$ cat src/design/ffap_pkg.sv
// Constants, types and helper functions for the fixed-field ASCII frame parser.
package ffap_pkg;

  localparam logic [7:0] START_BYTE = 8'h19;
  localparam int unsigned POS_W = 5;
  localparam logic [POS_W-1:0] LAST_POS = POS_W'(16);

  localparam int unsigned BALL_W = 10;
  localparam int unsigned SCORE_W = 4;
  localparam int unsigned TOTAL_W = 14;

  localparam logic RESULT_OK = 1'b0;
  localparam logic RESULT_ERROR = 1'b1;

  localparam logic [1:0] FIELD_BALL = 2'd0;
  localparam logic [1:0] FIELD_SCORE = 2'd1;
  localparam logic [1:0] FIELD_TOTAL_FIRST = 2'd2;
  localparam logic [1:0] FIELD_TOTAL_SECOND = 2'd3;

  typedef struct packed {
    logic       hit;
    logic [1:0] idx;
  } field_sel_t;

  // Maps a byte position within the frame to the field it belongs to.
  function automatic field_sel_t field_of(input logic [POS_W-1:0] pos);
    field_sel_t sel;
    sel.hit = 1'b1;
    sel.idx = FIELD_BALL;
    priority if (pos >= POS_W'(1) && pos <= POS_W'(3)) begin
      sel.idx = FIELD_BALL;
    end else if (pos == POS_W'(5)) begin
      sel.idx = FIELD_SCORE;
    end else if (pos >= POS_W'(7) && pos <= POS_W'(10)) begin
      sel.idx = FIELD_TOTAL_FIRST;
    end else if (pos >= POS_W'(13) && pos <= POS_W'(16)) begin
      sel.idx = FIELD_TOTAL_SECOND;
    end else begin
      sel.hit = 1'b0;
    end
    return sel;
  endfunction

  function automatic logic is_digit(input logic [7:0] c);
    return (c >= 8'h30) && (c <= 8'h39);
  endfunction

  // Shifts one decimal digit into an accumulated value.
  function automatic logic [TOTAL_W-1:0] add_digit(input logic [TOTAL_W-1:0] v,
                                                   input logic [3:0] d);
    return (v << 3) + (v << 1) + TOTAL_W'(d);
  endfunction

endpackage

$ cat src/design/fixed_field_ascii_frame_parser.sv
// A result is registered and presented in the cycle after the request that causes it is accepted.
// Throughput: one byte request per cycle; the output register lets a new byte in while
// a finished result waits, and the byte is held off only when that result is not taken.
// Reset: rst clears the open frame, the position counter and the output valid flag;
// field accumulators are cleared whenever a start byte opens a frame.
// Digit checks and decimal accumulation run one byte at a time in a single stage.
module fixed_field_ascii_frame_parser
  import ffap_pkg::*;
(
  input  logic               clk,
  input  logic               rst,
  input  logic               in_valid,
  output logic               in_ready,
  input  logic [7:0]         rx_byte,
  output logic               out_valid,
  input  logic               out_ready,
  output logic               result_kind,
  output logic [BALL_W-1:0]  ball_count,
  output logic [SCORE_W-1:0] single_score,
  output logic [TOTAL_W-1:0] total_first,
  output logic [TOTAL_W-1:0] total_second
);

  logic               frame_open, frame_open_next;
  logic [POS_W-1:0]   byte_position, byte_position_next;
  logic [TOTAL_W-1:0] acc [4];
  logic [TOTAL_W-1:0] acc_next [4];
  logic [3:0]         ended, ended_next;
  logic               err, err_next;

  logic               accept;
  logic               res_load;
  logic               res_kind_next;
  field_sel_t         sel;

  assign in_ready = !out_valid || out_ready;
  assign accept = in_valid && in_ready;
  assign sel = field_of(byte_position + POS_W'(1));

  always_comb begin
    frame_open_next = frame_open;
    byte_position_next = byte_position;
    acc_next = acc;
    ended_next = ended;
    err_next = err;
    res_load = 1'b0;
    res_kind_next = RESULT_OK;
    if (accept) begin
      if (rx_byte == START_BYTE) begin
        frame_open_next = 1'b1;
        byte_position_next = '0;
        acc_next[FIELD_BALL] = '0;
        acc_next[FIELD_SCORE] = '0;
        acc_next[FIELD_TOTAL_FIRST] = '0;
        acc_next[FIELD_TOTAL_SECOND] = '0;
        ended_next = '0;
        err_next = 1'b0;
        if (frame_open) begin
          res_load = 1'b1;
          res_kind_next = RESULT_ERROR;
        end
      end else if (frame_open) begin
        byte_position_next = byte_position + POS_W'(1);
        if (sel.hit && !ended[sel.idx]) begin
          if (rx_byte == 8'h00) begin
            ended_next[sel.idx] = 1'b1;
          end else if (is_digit(rx_byte)) begin
            acc_next[sel.idx] = add_digit(acc[sel.idx], rx_byte[3:0]);
          end else begin
            err_next = 1'b1;
          end
        end
        if (byte_position_next == LAST_POS) begin
          res_load = 1'b1;
          res_kind_next = err_next ? RESULT_ERROR : RESULT_OK;
          frame_open_next = 1'b0;
          byte_position_next = '0;
        end
      end
    end
  end

  always_ff @(posedge clk) begin
    if (rst) begin
      frame_open <= 1'b0;
      byte_position <= '0;
      out_valid <= 1'b0;
    end else begin
      frame_open <= frame_open_next;
      byte_position <= byte_position_next;
      if (res_load) begin
        out_valid <= 1'b1;
      end else if (out_ready) begin
        out_valid <= 1'b0;
      end
    end
  end

  always_ff @(posedge clk) begin
    acc <= acc_next;
    ended <= ended_next;
    err <= err_next;
    if (res_load) begin
      result_kind <= res_kind_next;
      if (res_kind_next == RESULT_ERROR) begin
        ball_count <= '0;
        single_score <= '0;
        total_first <= '0;
        total_second <= '0;
      end else begin
        ball_count <= acc_next[FIELD_BALL][BALL_W-1:0];
        single_score <= acc_next[FIELD_SCORE][SCORE_W-1:0];
        total_first <= acc_next[FIELD_TOTAL_FIRST];
        total_second <= acc_next[FIELD_TOTAL_SECOND];
      end
    end
  end

  // An error result carries all-zero field values.
  assert property (@(posedge clk) disable iff (rst)
    out_valid && (result_kind == RESULT_ERROR) |->
      (ball_count == '0) && (single_score == '0) &&
      (total_first == '0) && (total_second == '0))
    else $error("error result with nonzero fields");

  // A closed frame always has its position counter at zero.
  assert property (@(posedge clk) disable iff (rst)
    !frame_open |-> (byte_position == '0))
    else $error("position counter nonzero outside a frame");

  // The position counter never runs past the last byte of a frame.
  assert property (@(posedge clk) disable iff (rst)
    byte_position < LAST_POS)
    else $error("position counter past end of frame");

  // The last byte of a frame yields a result and closes the frame.
  assert property (@(posedge clk) disable iff (rst)
    accept && frame_open && (rx_byte != START_BYTE) &&
      (byte_position == LAST_POS - POS_W'(1)) |=> out_valid && !frame_open)
    else $error("no result after last frame byte");

  // A start byte inside an open frame yields an error result and reopens the frame.
  assert property (@(posedge clk) disable iff (rst)
    accept && frame_open && (rx_byte == START_BYTE) |=>
      out_valid && (result_kind == RESULT_ERROR) && frame_open)
    else $error("restart inside frame not reported");

endmodule

$ cat config.mk
export PLATFORM = sky130hd
export DESIGN_NAME = fixed_field_ascii_frame_parser
export DESIGN_NICKNAME = d
export VERILOG_FILES = /design/src/design/ffap_pkg.sv /design/src/design/fixed_field_ascii_frame_parser.sv
export SDC_FILE = /design/constraint.sdc
export NUM_CORES = 1
export LEC_CHECK = 0
export ABC_AREA = 0
export BUFFER_PORTS_ARGS = -buffer_cell sky130_fd_sc_hd__buf_2
export CAP_MARGIN = 20
export CORE_ASPECT_RATIO = 2
export CORE_MARGIN = 5
export CORE_UTILIZATION = 35
export DETAILED_ROUTE_END_ITERATION = 8
export PLACE_DENSITY = 0.54
export SYNTH_ARGS = -nofsm -noshare
export SYNTH_HDL_FRONTEND = slang
export SYNTH_SLANG_ARGS = --single-unit
$ cat constraint.sdc
create_clock -name clk -period 5.24 [get_ports clk]
set_input_delay 0.262 -clock clk [delete_from_list [all_inputs] [get_ports clk]]
set_output_delay 0.262 -clock clk [all_outputs]
set_load 0.02 [all_outputs]
==> metrics.md <==
| Metric | Value |
|---|---|
| Vert. Die Dim | `190 um` |
| Clock root buffer | `clkbuf_16` |
| First-pass GRT wire length | `24,900 um` |
| Post-Layout Cell Count | `839` |
| Synth cell types | `61` |
| Synth Warn # | `0` |
| Io pins | `57` |
| Pleak | `0.00271 uW` |
| Clock transition at path regs | `0.08 ns` |
| Worst skew pair latency | `0.36 ns` |
| Outcome | `finished, final reports clean` |
| Placed Area | `6290 sq um` |
| Vias/cell | `5.46` |
| Async S/R FF share, synth | `0%` |
| Placed insts | `821` |
| Seq pwr share | `56.2%` |
| Layout cell share with drive strength beyond 1 | `20.0%` |
| RD Place Congestion | `0.883` |
| Starting Density | `35.3%` |
| FP Rows | `66` |
| Num CTS Buffers | `9` |
| Peak Freq | `0.202 GHz` |
| Overflow after GRT | `0` |
| Layout Nets | `670` |
| CP Launch Type | `flip-flop` |
| Wire length per cell | `18.9 um` |
| Post-DP HPWL | `11,700 um` |
| CTS tree | `built` |
| Longest Clk Path Bufs | `2` |
| Detailed Routing Iterations Pass 1 | `4` |
| Post-synth EDFFs | `60` |
| DRC | `0` |
| Critical path capture point type | `flip-flop` |
| Antenna cells | `0` |
| Worst flop-to-flop path startpoint | `byte_position[0]$_SDFFE_PP0P_` |
| CTS H-Tree Depth | `3` |
| Internal | `1230 uW` |
| Synth Register Bits | `109` |
| Worst setup startpoint | `byte_position[0]$_SDFFE_PP0P_` |
| Commonest non-fill, non-tap cell in the layout | `nand2_1` |
| Fin area | `6660 sq um` |
| Max-cap violations | `0` |
| Net switching power | `357 uW` |
| Worst rel slew slack | `29.3%` |
| Gr usage total | `16.9%` |
| Most frequent cells in the layout | `68 x nand2_1, 60 x edfxtp_1, 56 x buf_2, 49 x dfxtp_1, 43 x a22o_1` |
| Req. time, crit path | `5.36 ns` |
| Antenna violations before repair | `0` |
| Vias in the first global route | `4,540` |
| Die outline width | `100 um` |
| Largest net degree at the start of global routing | `44` |
| Core area | `16,100 sq um` |
| Hold Path Class | `input port to flip-flop` |
| Sw Share | `22.4%` |
| Setup Crit Path Kind | `flip-flop to flip-flop` |
| Endpoints failing setup | `0` |
| Setup Skew | `0.0109 ns` |
| Synthesized instance count | `566` |
| Vias | `4,584` |
| Post-CTS Hold Buffers | `0` |
| Maximum VDD drop | `0.148 mV` |
| Pwr dens | `238 nW/um^2` |
| Max Fanout on Critical Path | `10` |
| Pins Over Slew Limit | `0` |
| Drt total wl | `15,800 um` |
| Synth Flop Type | `edfxtp_1` |
| Sequential share of the synthesized area | `48.9%` |
| Syn_nets | `606` |
| Initial DRC count | `208` |
| Area grow syn2layout | `17.1%` |
| Min Tclk post-route | `4.96 ns` |
| Worst Path Arrival | `5.07 ns` |
| I/O Buffers | `56` |
| Clk sinks | `109` |
| Die Area | `19,100 sq um` |
| Tcrit/Tclk final | `94.6%` |
| Final ANT Viol Nets | `0` |
| Logic pwr share | `1.2%` |
| Hold path start | `rst` |
| Post-Syn Area | `5690 sq um` |
| Worst-Margin Slew | `1.06 ns` |
| Fin. Hold Viols | `0` |
| Clk pwr share | `42.6%` |
| Post-synthesis average cell area | `10.1 sq um` |
-- critical path, stage by stage, from the launching register on --
cell	delay [ns]
dfxtp_1	0.33
buf_4	0.16
ha_2	0.32
nand3_1	0.24
xor2_4	0.35
o21ai_0	0.17
o2bb2ai_1	0.23
nand2b_2	0.21
buf_4	0.18
a31oi_1	0.12
ha_1	0.30
ha_1	0.17
inv_1	0.06
fa_1	0.39
nor2b_1	0.12
o21ai_0	0.11
a21boi_1	0.20
o21ai_0	0.10
nand2b_1	0.19
a311o_1	0.20
o211ai_1	0.16
a22o_1	0.27
and3_1	0.15
-- power by group through the flow --
| stage | sequential (uW) | clock, uW | combinational [uW] |
|---|---|---|---|
| 2_1_floorplan | 912 | 0 | 8.93 |
| 3_3_place_gp | 912 | 0 | 19.4 |
| 3_5_place_dp | 912 | 0 | 19.5 |
| 4_1_cts | 892 | 689 | 19.5 |
| 5_1_grt | 892 | 722 | 21.2 |
| 6_report | 892 | 677 | 19.3 |
-- layer usage --
metal  vias to the layer above  global-route usage, %  wire, um
met5                         -                      0         0
li1                       2229                      -         -
met2                       120                   29.9      8400
met1                      2211                   20.2      6360
met3                        24                   2.56       619
met4                         0                   6.80       449
-- per-stage QoR --
stage,setup TNS (ns),worst slack (ns),hold slack [ns],power (uW),utilization [%]
final,0,0.283,0.152,1590,41.4
after global routing,-0.0459,-0.0320,0.174,1640,41.4
after CTS,0,0.0797,0.154,1600,40.8
after detailed placement,0,0.125,0.428,932,39.0
after global placement,0,0.182,0.421,931,39.0
after floorplan,0,0.286,0.331,921,-
-- cells by family (layout without fill, tap and decap cells) --
| family | after synthesis | after routing | synth area share [%] |
|---|---|---|---|
| simple gates | 200 | 200 | 17.9 |
| mux | 7 | 7 | 1.25 |
| buf+inv | 51 | 120 | 3.72 |
| compound gates | 157 | 157 | 19.3 |
| flops | 109 | 109 | 48.9 |
| xor+xnor | 14 | 14 | 2.42 |
| fa+ha+maj | 28 | 28 | 6.42 |
-- final timing paths --
kind	depth (start not counted)	end	slack [ns]
hold reg to reg	2	acc[13]$_DFF_P_	0.46
hold / removal	2	byte_position[2]$_SDFFE_PP0P_	0.15
setup / recovery	22	total_first[12]$_SDFFCE_PP0P_	0.28
setup reg to reg	22	total_first[12]$_SDFFCE_PP0P_	0.28
-- registers in the layout, indices dropped and copies added, names as in the netlist --
| register | cells |
|---|---|
| acc | 54 |
| total_second | 14 |
| result_kind | 1 |
| ball_count | 10 |
| out_valid | 1 |
| byte_position | 5 |
| total_first | 14 |
| ended | 4 |
| err | 1 |
| single_score | 4 |
| frame_open | 1 |
-- area by class of cell --
cell class	count	area, sq um
Multi-Input combinational cell	406	2780
Clock buffer	10	229
Timing Repair Buffer	82	475
Clock inverter	6	56.3
Tap cell	204	255
Inverter	22	82.6
Fill cell	1600	9440
Sequential cell	109	2780
-- synth_stat cells (all sizes together) (3+ instances only) --
| master | number | area, sq um |
|---|---|---|
| edfxtp | 60 | 1800 |
| o21ai | 18 | 93.8 |
| nand3 | 12 | 65.1 |
| a22oi | 3 | 22.5 |
| xor2 | 5 | 58.8 |
| a211oi | 3 | 22.5 |
| and2 | 5 | 31.3 |
| inv | 22 | 82.6 |
| nand2b | 11 | 68.8 |
| o21a | 4 | 30.0 |
| mux2i | 6 | 60.1 |
| o22ai | 15 | 100 |
| nand2 | 69 | 259 |
| a21oi | 39 | 195 |
| dfxtp | 49 | 981 |
| or3 | 3 | 18.8 |
| a22o | 43 | 377 |
| nand4 | 3 | 18.8 |
| xnor2 | 9 | 78.8 |
| buf | 14 | 72.6 |
| a21o | 4 | 30.0 |
| nor2b | 4 | 25.0 |
| nand3b | 4 | 30.0 |
| nor3 | 12 | 60.1 |
| nor2 | 32 | 141 |
| and3 | 34 | 213 |
| ha | 26 | 325 |
| clkbuf | 15 | 56.3 |
| a31oi | 12 | 75.1 |
-- repair_timing --
action                                  4_1_cts  5_1_grt
buffers inserted                              0        2
resized for setup                             0       16
endpoints found under the hold margin         0        0
endpoints found under the setup margin        0       22
(Power assumes the default switching activity.)
